--- src/rtl/ase_pkg.sv ---
// ----------------------------------------------------------------------------
// ase_pkg
// Shared types and constants for the ascending sort engine.
// ----------------------------------------------------------------------------
package ase_pkg;

  // Width of the value fields on the ports.
  localparam int FIELD_BITS = 16;

  // Per-cycle command that the top level gives to every cell of the chain.
  typedef struct packed {
    logic load;   // insert the broadcast value
    logic shift;  // move every entry one cell toward the output
  } ase_cell_ctrl_t;

  typedef enum logic [1:0] {
    ST_LOAD  = 2'b01,
    ST_DRAIN = 2'b10
  } ase_state_t;

endpackage

--- src/rtl/ascending_sort_engine_top.sv ---
// ----------------------------------------------------------------------------
// ascending_sort_engine_top
// Streaming insertion sorter built as a chain of compare-and-shift cells.
// ----------------------------------------------------------------------------
//
//   Channel  Handshake            Payload
//   input    in_valid / in_stall  sample_value, batch_end
//   output   out_valid/out_stall  sorted_value, run_end, dropped_any
//
// While loading, one item is taken every cycle; all cells compare against
// the incoming value at once and the chain opens a slot in that same cycle.
// After the item marked batch_end, the chain shifts toward cell 0 and emits
// one item per cycle unless the output stalls; input is stalled then.
// An output stall freezes the chain. Reset empties the chain.
//
module ascending_sort_engine_top import ase_pkg::*; #(
  parameter int CAPACITY   = 64,
  parameter int VALUE_BITS = 16
) (
  input  logic                  clk,
  input  logic                  rst,
  input  logic                  in_valid,
  output logic                  in_stall,
  input  logic [FIELD_BITS-1:0] sample_value,
  input  logic                  batch_end,
  output logic                  out_valid,
  input  logic                  out_stall,
  output logic [FIELD_BITS-1:0] sorted_value,
  output logic                  run_end,
  output logic                  dropped_any
);

  ase_state_t            state;
  ase_state_t            state_next;
  logic                  overflow_seen;
  logic                  in_accept;
  logic                  out_accept;
  logic                  full;
  logic [VALUE_BITS-1:0] new_value;
  ase_cell_ctrl_t        ctrl;

  logic [VALUE_BITS-1:0] cell_value [CAPACITY];
  logic                  cell_valid [CAPACITY];
  logic                  cell_gt    [CAPACITY];

  assign in_stall   = (state != ST_LOAD);
  assign out_valid  = (state == ST_DRAIN);
  assign in_accept  = in_valid && !in_stall;
  assign out_accept = out_valid && !out_stall;
  assign full       = cell_valid[CAPACITY-1];

  assign ctrl.load  = in_accept && !full;
  assign ctrl.shift = out_accept;

  // Width conversion between the port fields and the stored values.
  generate
    if (VALUE_BITS > FIELD_BITS) begin : g_wide
      assign new_value    = {{(VALUE_BITS-FIELD_BITS){1'b0}}, sample_value};
      assign sorted_value = cell_value[0][FIELD_BITS-1:0];
    end else if (VALUE_BITS == FIELD_BITS) begin : g_same
      assign new_value    = sample_value;
      assign sorted_value = cell_value[0];
    end else begin : g_narrow
      assign new_value    = sample_value[VALUE_BITS-1:0];
      assign sorted_value = {{(FIELD_BITS-VALUE_BITS){cell_value[0][VALUE_BITS-1]}},
                             cell_value[0]};
    end
  endgenerate

  // The last entry is the one with no valid neighbor behind it.
  assign run_end     = !cell_valid[1];
  assign dropped_any = overflow_seen;

  generate
    for (genvar i = 0; i < CAPACITY; i++) begin : g_cell
      logic [VALUE_BITS-1:0] left_value;
      logic                  left_valid;
      logic                  left_gt;
      logic [VALUE_BITS-1:0] right_value;
      logic                  right_valid;

      if (i == 0) begin : g_head
        assign left_value = new_value;
        assign left_valid = 1'b1;
        assign left_gt    = 1'b0;
      end else begin : g_body
        assign left_value = cell_value[i-1];
        assign left_valid = cell_valid[i-1];
        assign left_gt    = cell_gt[i-1];
      end

      if (i == CAPACITY-1) begin : g_tail
        assign right_value = '0;
        assign right_valid = 1'b0;
      end else begin : g_inner
        assign right_value = cell_value[i+1];
        assign right_valid = cell_valid[i+1];
      end

      ase_cell #(
        .VALUE_BITS (VALUE_BITS)
      ) u_cell (
        .clk         (clk),
        .rst         (rst),
        .ctrl        (ctrl),
        .new_value   (new_value),
        .left_value  (left_value),
        .left_valid  (left_valid),
        .left_gt     (left_gt),
        .right_value (right_value),
        .right_valid (right_valid),
        .value       (cell_value[i]),
        .valid       (cell_valid[i]),
        .gt          (cell_gt[i])
      );
    end
  endgenerate

  always_comb begin
    state_next = state;
    case (state)
      ST_LOAD: begin
        if (in_accept && batch_end) begin
          state_next = ST_DRAIN;
        end
      end
      ST_DRAIN: begin
        if (out_accept && run_end) begin
          state_next = ST_LOAD;
        end
      end
      default: state_next = ST_LOAD;
    endcase
  end

  always_ff @(posedge clk) begin
    if (rst) begin
      state         <= ST_LOAD;
      overflow_seen <= 1'b0;
    end else begin
      state <= state_next;
      if (in_accept && full) begin
        overflow_seen <= 1'b1;
      end else if (out_accept && run_end) begin
        overflow_seen <= 1'b0;
      end
    end
  end

endmodule

--- src/rtl/ase_cell.sv ---
// ----------------------------------------------------------------------------
// ase_cell
// One cell of the insertion chain: holds a single ordered entry.
// ----------------------------------------------------------------------------
module ase_cell import ase_pkg::*; #(
  parameter int VALUE_BITS = 16
) (
  input  logic                  clk,
  input  logic                  rst,
  input  ase_cell_ctrl_t        ctrl,
  input  logic [VALUE_BITS-1:0] new_value,
  input  logic [VALUE_BITS-1:0] left_value,
  input  logic                  left_valid,
  input  logic                  left_gt,
  input  logic [VALUE_BITS-1:0] right_value,
  input  logic                  right_valid,
  output logic [VALUE_BITS-1:0] value,
  output logic                  valid,
  output logic                  gt
);

  logic                  take;
  logic [VALUE_BITS-1:0] insert_value;

  // Strictly greater, so a new value lands after stored values equal to it.
  assign gt = valid && ($signed(value) > $signed(new_value));

  // An entry that is displaced takes its left neighbor's entry, unless the
  // left neighbor stays put, in which case the new value goes here.
  assign insert_value = left_gt ? left_value : new_value;
  assign take = gt || (!valid && left_valid);

  always_ff @(posedge clk) begin
    if (rst) begin
      valid <= 1'b0;
    end else if (ctrl.shift) begin
      valid <= right_valid;
    end else if (ctrl.load && take) begin
      valid <= 1'b1;
    end
  end

  always_ff @(posedge clk) begin
    if (ctrl.shift) begin
      value <= right_value;
    end else if (ctrl.load && take) begin
      value <= insert_value;
    end
  end

endmodule
--- config.mk ---
export PLATFORM = sky130hd
export DESIGN_NAME = ascending_sort_engine_top
export DESIGN_NICKNAME = d
export VERILOG_FILES = /design/src/rtl/ase_pkg.sv /design/src/rtl/ascending_sort_engine_top.sv /design/src/rtl/ase_cell.sv
export SDC_FILE = /design/constraint.sdc
export NUM_CORES = 2
export LEC_CHECK = 0
export ABC_AREA = 1
export BUFFER_PORTS_ARGS = -buffer_cell sky130_fd_sc_hd__buf_2
export CORE_AREA = 10 10 400 558
export CTS_CLUSTER_DIAMETER = 50
export DETAILED_ROUTE_END_ITERATION = 8
export DIE_AREA = 0 0 410 568
export HOLD_SLACK_MARGIN = 0.05
export SLEW_MARGIN = 15
export SYNTH_ARGS = -nofsm -noshare
export SYNTH_HDL_FRONTEND = slang
export SYNTH_SLANG_ARGS = --single-unit
--- constraint.sdc ---
create_clock -name clk -period 7.5 [get_ports clk]
set_input_delay 0.75 -clock clk [delete_from_list [all_inputs] [get_ports clk]]
set_output_delay 0.75 -clock clk [all_outputs]
set_load 0.005 [all_outputs]
# --- Yosys cells after proc, flatten, opt, wreduce, memory -nomap -nowiden ---
# Cells that the tools add are included.
word_totals:
  out_inout_bits: 20
  register_bits: 1091
op_classes:
  n_reduce_logical: 393
  n_mux: 320
  eq_ne: 5
  magnitude_cmp: 64
ops:
  columns: ["op", "n"]
  rows:
  - ["2-to-1 mux 16 bit", 189]
  - ["> comparator 16 bit", 64]
  - ["logical AND 1 bit", 197]
  - ["2-to-1 mux 1 bit", 128]
  - ["nonzero test 2 bit", 64]
  - ["zero test 1 bit", 66]
  - ["logical OR 1 bit", 64]
  - ["2-to-1 mux 2 bit", 2]
  - ["inequality test 2 x 1 -> 1 bit (second input constant)", 2]
  - ["one-hot mux 2 bit (2 select lines)", 1]
  - ["== test 2 x 1 -> 1 bit (second input constant)", 1]
  - ["== test 2 bit (second input constant)", 1]
  - ["inequality test 2 bit (second input constant)", 1]
  - ["AND reduction 2 bit", 1]
  - ["OR reduction 2 bit", 1]

# --- Depth between registers and ports, before layout ---
logic_depth:
  word_depth: 7
  ltp_mapped: 18
  mapped_depth_nobuf: 16

# --- Cells and area by module ---
# A second synthesis with hierarchy kept.
hier_totals:
  cells_unflattened: 10621
  hier_area_um2: 86668.1
modules_own_cells:
  columns: ["module", "area_each_um2", "cells_each", "instances"]
  rows:
  - ["ase_cell (g_cell[0].u_cell ...)", 1348.8, 165, 51]
  - ["ase_cell (g_cell[56].u_cell ...)", 1363.8, 168, 13]
  - ["ascending_sort_engine_top", 150.1, 22, 1]

# --- Worst setup path before layout ---
# Ideal clock, no wire load.
synth_timing:
  path_kind: "in2reg"
  start: "input sample_value[15]"
  end: "register g_cell[62].u_cell.value[0] (enable)"
  arrival_time_ps: 4466
  path_buffers: 2
  path_slack_ps: 2662
  path_stages: 15
  cell_sequence: "inv_1 > clkbuf_1 > ha_1 > nand2_1 > inv_1 > nand2_1 > nand2_1 > a21oi_1 > nand4_1 > nand2_4 > nand2_4 > buf_6 > o21ai_1 > nand2_1 > nand2_1"
synth_via:
  elab_chain_cells: 5
synth_rtl:
  columns: ["element", "line", "rtl"]
  rows:
  - ["start, declared", "ascending_sort_engine_top.sv:24", "input logic [FIELD_BITS-1:0] sample_value,"]
  - ["> comparator 16 bit", "ase_cell.sv:26", "assign gt = valid && ($signed(value) > $signed(new_value));"]
  - ["logical AND 1 bit", "ase_cell.sv:26", null]
  - ["logical OR 1 bit", "ase_cell.sv:31", "assign take = gt || (!valid && left_valid);"]
  - ["logical AND 1 bit", "ase_cell.sv:46", "end else if (ctrl.load && take) begin"]
  - ["nonzero test 2 bit (no source line)", null, null]
  - ["end signal, assigned", "ase_cell.sv:45", "value <= right_value;"]
  - ["end signal, assigned", "ase_cell.sv:47", "value <= insert_value;"]
  - ["end, declared", "ase_cell.sv:17", "output logic [VALUE_BITS-1:0] value,"]
# Every way passes these cells.
# A chain may end at the register's enable or synchronous reset.

# --- Worst setup path in the final report ---
layout_timing:
  start: "input sample_value[7]"
  end: "register g_cell[58].u_cell.value[6] (enable)"
layout_via:
  elab_chain_cells: 5
layout_rtl:
  columns: ["element", "line"]
  rows:
  - ["> comparator 16 bit", "ase_cell.sv:26"]
  - ["logical AND 1 bit", "ase_cell.sv:26"]
  - ["logical OR 1 bit", "ase_cell.sv:31"]
  - ["logical AND 1 bit", "ase_cell.sv:46"]
  - ["nonzero test 2 bit (no source line)", null]
  - ["end signal, assigned", "ase_cell.sv:45"]
  - ["end signal, assigned", "ase_cell.sv:47"]
  - ["end, declared", "ase_cell.sv:17"]
# Every way passes these cells.

==> metrics.txt <==
fmax=0.2327 GHz; I/O pin cnt=41; fin crit share=57.31%; Max VDD drop=0.1736 mV; Post-Synth Simple-Gate Area=35.27%; DR vias=78406; Req. time, crit path=7.93 ns; Bufs and invs on worst path=3; MaxCap Viol Count=0; worst reg2reg path depth=7; max_slew headroom=19.27%; pwr/cell area=172.3 nW/µm²; Layout fillers=21229; gr usage total=23.51%; CTS tree=done; post-cts sizing count=0; critical path's slowest cell=nor2_1; most common cell after layout, fill and taps aside=nand2_1; crit path from=sample_value[7]; CTS clock-pin slew for the worst setup and hold paths=0.06 ns; Synth Area in Compound Gates=6.559%; HP Start=in_valid; die height=568 µm; worst r2r src=state[1]; Overflow after GRT=0; P&R area growth vs syn=8.219%; crit-path cells=buf_2 > inv_6 > buf_4 > ha_1 > nand2_1 > nor2_1 > nand4_1 > nor2_1 > nor2_1 > nand2_2 > o21ai_0 > nand2_1 > nand2_1; min Tclk post-route=4.298 ns; DP Worst Slack=2.552 ns; highest-count cells in the layout ignoring fill and taps=3838 x nand2_1, 1178 x nand3_1, 1008 x ha_1, 1008 x edfxtp_1, 816 x inv_1; fin worst setup slack=3.202 ns; Static Leakage=42.97 nW; Worst-Skew Late Latency=0.82 ns; die width=410 µm; synthesized flop and latch total=1091; NumNets Final=11787; core area=213000 µm²; Post-Syn Instances=11054; Yosys Warn Count=0; Crit. path cell count=13; DRT iter0 DRCs=6675; post-synthesis sequential area ratio=36.83%; vias in the first global route=78184; final wirelength=285600 µm; RD Place Congestion=0.9068; Syn Std Cell Area=86700 µm²; setup_tns=0 ns; worst hold path type=input port to flop; IO Port Bufs=40; CTS Sinks=1091; mux cell area share after synthesis=0%; Synth Area in XOR/XNOR=0%; Yosys cell types=40; Syn Area/Cell=7.843 µm²; critical path endpoint category=flop; CP Class=input port to flop; WP data arrival=4.73 ns; FP Rows=201; Hold-fix buffers, CTS=0; main combinational cell family by area after synthesis=simple AND/OR/NAND/NOR gates; Vias per Instance=5.718; Worst path top cell family by delay=simple AND/OR/NAND/NOR gates; Clock Tree Buf Depth=4; Initial Util=40.70%; Pre-Repair DR Iteration Count=6; Num CTS Buffers=149; root buf cell=clkbuf_16; flop2flop setup slack=3.43 ns; Final setup viols=0; RSZ-0062 raised after global routing=no; fraction of layout cells with a size suffix above 1=6.045%; critical path peak fanout=59; crit-path max cell delay=0.81 ns; post-CTS setup repair buffer count=0; Die Area=232900 µm²; Critical Path Source Type=input port; Cells on Worst Hold Path=3; initial antenna violation count=2; post-route antenna net violation count=0; post-DP HPWL=198100 µm; DRC=0; first-pass GRT wire length=444300 µm; Slew Limit Fails=0; Routed WL per cell=20.83 µm; worst-margin pin slew=1.211 ns; largest net degree at the start of global routing=208; clk_skew=0.04735 ns; adder-cell share of the synthesized area=14.55%; status=completed; H-tree depth=4; syn nets=12083; Final Hold Fails=0
[per-stage QoR]
stage               hold slack [ns]  cells  area (µm²)  total power, mW  utilization [%]
global placement             0.4533  13449       88980            8.960            41.77
detailed placement           0.4626  13449       88980            9.034            41.77
floorplan                    0.4444  11054       86700            8.410                -
CTS                          0.2093  13710       93820            16.24            44.04
finish                       0.2617  13712       93820            16.17            44.05
global route                 0.2375  13711       93820            16.75            44.04
[power by group]
group	internal, mW	switching (mW)
logic	0.644	1.42
registers	6.77	0.0902
clock network	4.25	2.99
[state kept, by name, summed over array words and instances (netlist names)]
signal and flops:
g_cell.u_cell.value 1024, g_cell.u_cell.valid 64, dropped_any 1, state 2
[routing by layer]
layer  GRT usage, %  share of wire (%)  vias to the layer above
met5              0                  0                        -
met3          2.603                5.5                      845
met2          42.03                 50                     2735
met4          10.77                4.9                        0
li1               -                  -                    37483
met1          28.09                 40                    37343
[final timing paths]
| kind | to |
|---|---|
| worst min register to register | g_cell[63].u_cell.value[5] |
| worst max-delay path | g_cell[58].u_cell.value[6] |
| worst max register to register | g_cell[45].u_cell.value[13] |
| worst min-delay path | dropped_any |
[cells in the mapped netlist]
| cell type | instances | area (µm²) |
|---|---|---|
| inv_2 | 11 | 41.29 |
| a32oi_1 | 1 | 8.760 |
| a32o_1 | 1 | 10.01 |
| nor3_2 | 32 | 320.3 |
| nand4_1 | 453 | 2834 |
| ha_1 | 1008 | 12610 |
| nand2_2 | 48 | 300.3 |
| nor3_1 | 19 | 95.09 |
| nand2_4 | 53 | 596.8 |
| buf_6 | 34 | 382.9 |
| a21boi_1 | 5 | 37.54 |
| nand3b_1 | 579 | 4347 |
| buf_4 | 37 | 277.8 |
| a21o_1 | 5 | 37.54 |
| nor2_2 | 5 | 31.28 |
| buf_2 | 84 | 420.4 |
| inv_1 | 831 | 3119 |
| a21oi_1 | 465 | 2327 |
| a31oi_2 | 4 | 50.05 |
| nand4_2 | 29 | 362.9 |
| o211ai_1 | 123 | 923.4 |
| o21ai_1 | 99 | 495.5 |
| a31oi_1 | 14 | 87.58 |
| o21a_1 | 21 | 157.7 |
| nor2_4 | 3 | 33.78 |
| nand3_4 | 1 | 17.52 |
| clkbuf_1 | 358 | 1344 |
| o21bai_1 | 36 | 270.3 |
| o22ai_1 | 1 | 6.260 |
| nand2_1 | 3838 | 14410 |
| a41oi_1 | 1 | 8.760 |
| a21oi_2 | 44 | 385.4 |
| buf_1 | 74 | 277.8 |
| nand3_2 | 43 | 430.4 |
| clkinv_1 | 7 | 26.28 |
| o21ai_0 | 176 | 880.8 |
| nor2_1 | 242 | 908.4 |
| edfxtp_1 | 1008 | 30270 |
| dfxtp_1 | 83 | 1662 |
| nand3_1 | 1178 | 5896 |
[worst register-to-register path: stages (launching register included)]
cell and delay (ns):
dfxtp_1 0.35, inv_1 0.09, nor3_4 0.42, buf_12 0.60, buf_12 0.79, buf_4 1.29, nand2_1 0.27, nand2_1 0.13
[area by class of cell]
type,count,area [µm²],share of cell area (%)
diodes,2,5.005,0.005334
clock buffers,181,4046,4.313
clock inverters,80,795.8,0.8481
inverters,849,3277,3.493
multi-input cells,8527,48880,52.10
flip-flops and latches,1091,31930,34.03
well taps,2842,3556,3.790
repair buffers,140,1329,1.416
[cells by family after synthesis]
kind of cell             after synthesis
AO/OA/AOI/OAI                        996
flip-flops                          1091
adder cells (fa/ha/maj)             1008
buffers and inverters               1436
AND/OR/NAND/NOR                     6523
(Power assumes the default switching activity.)
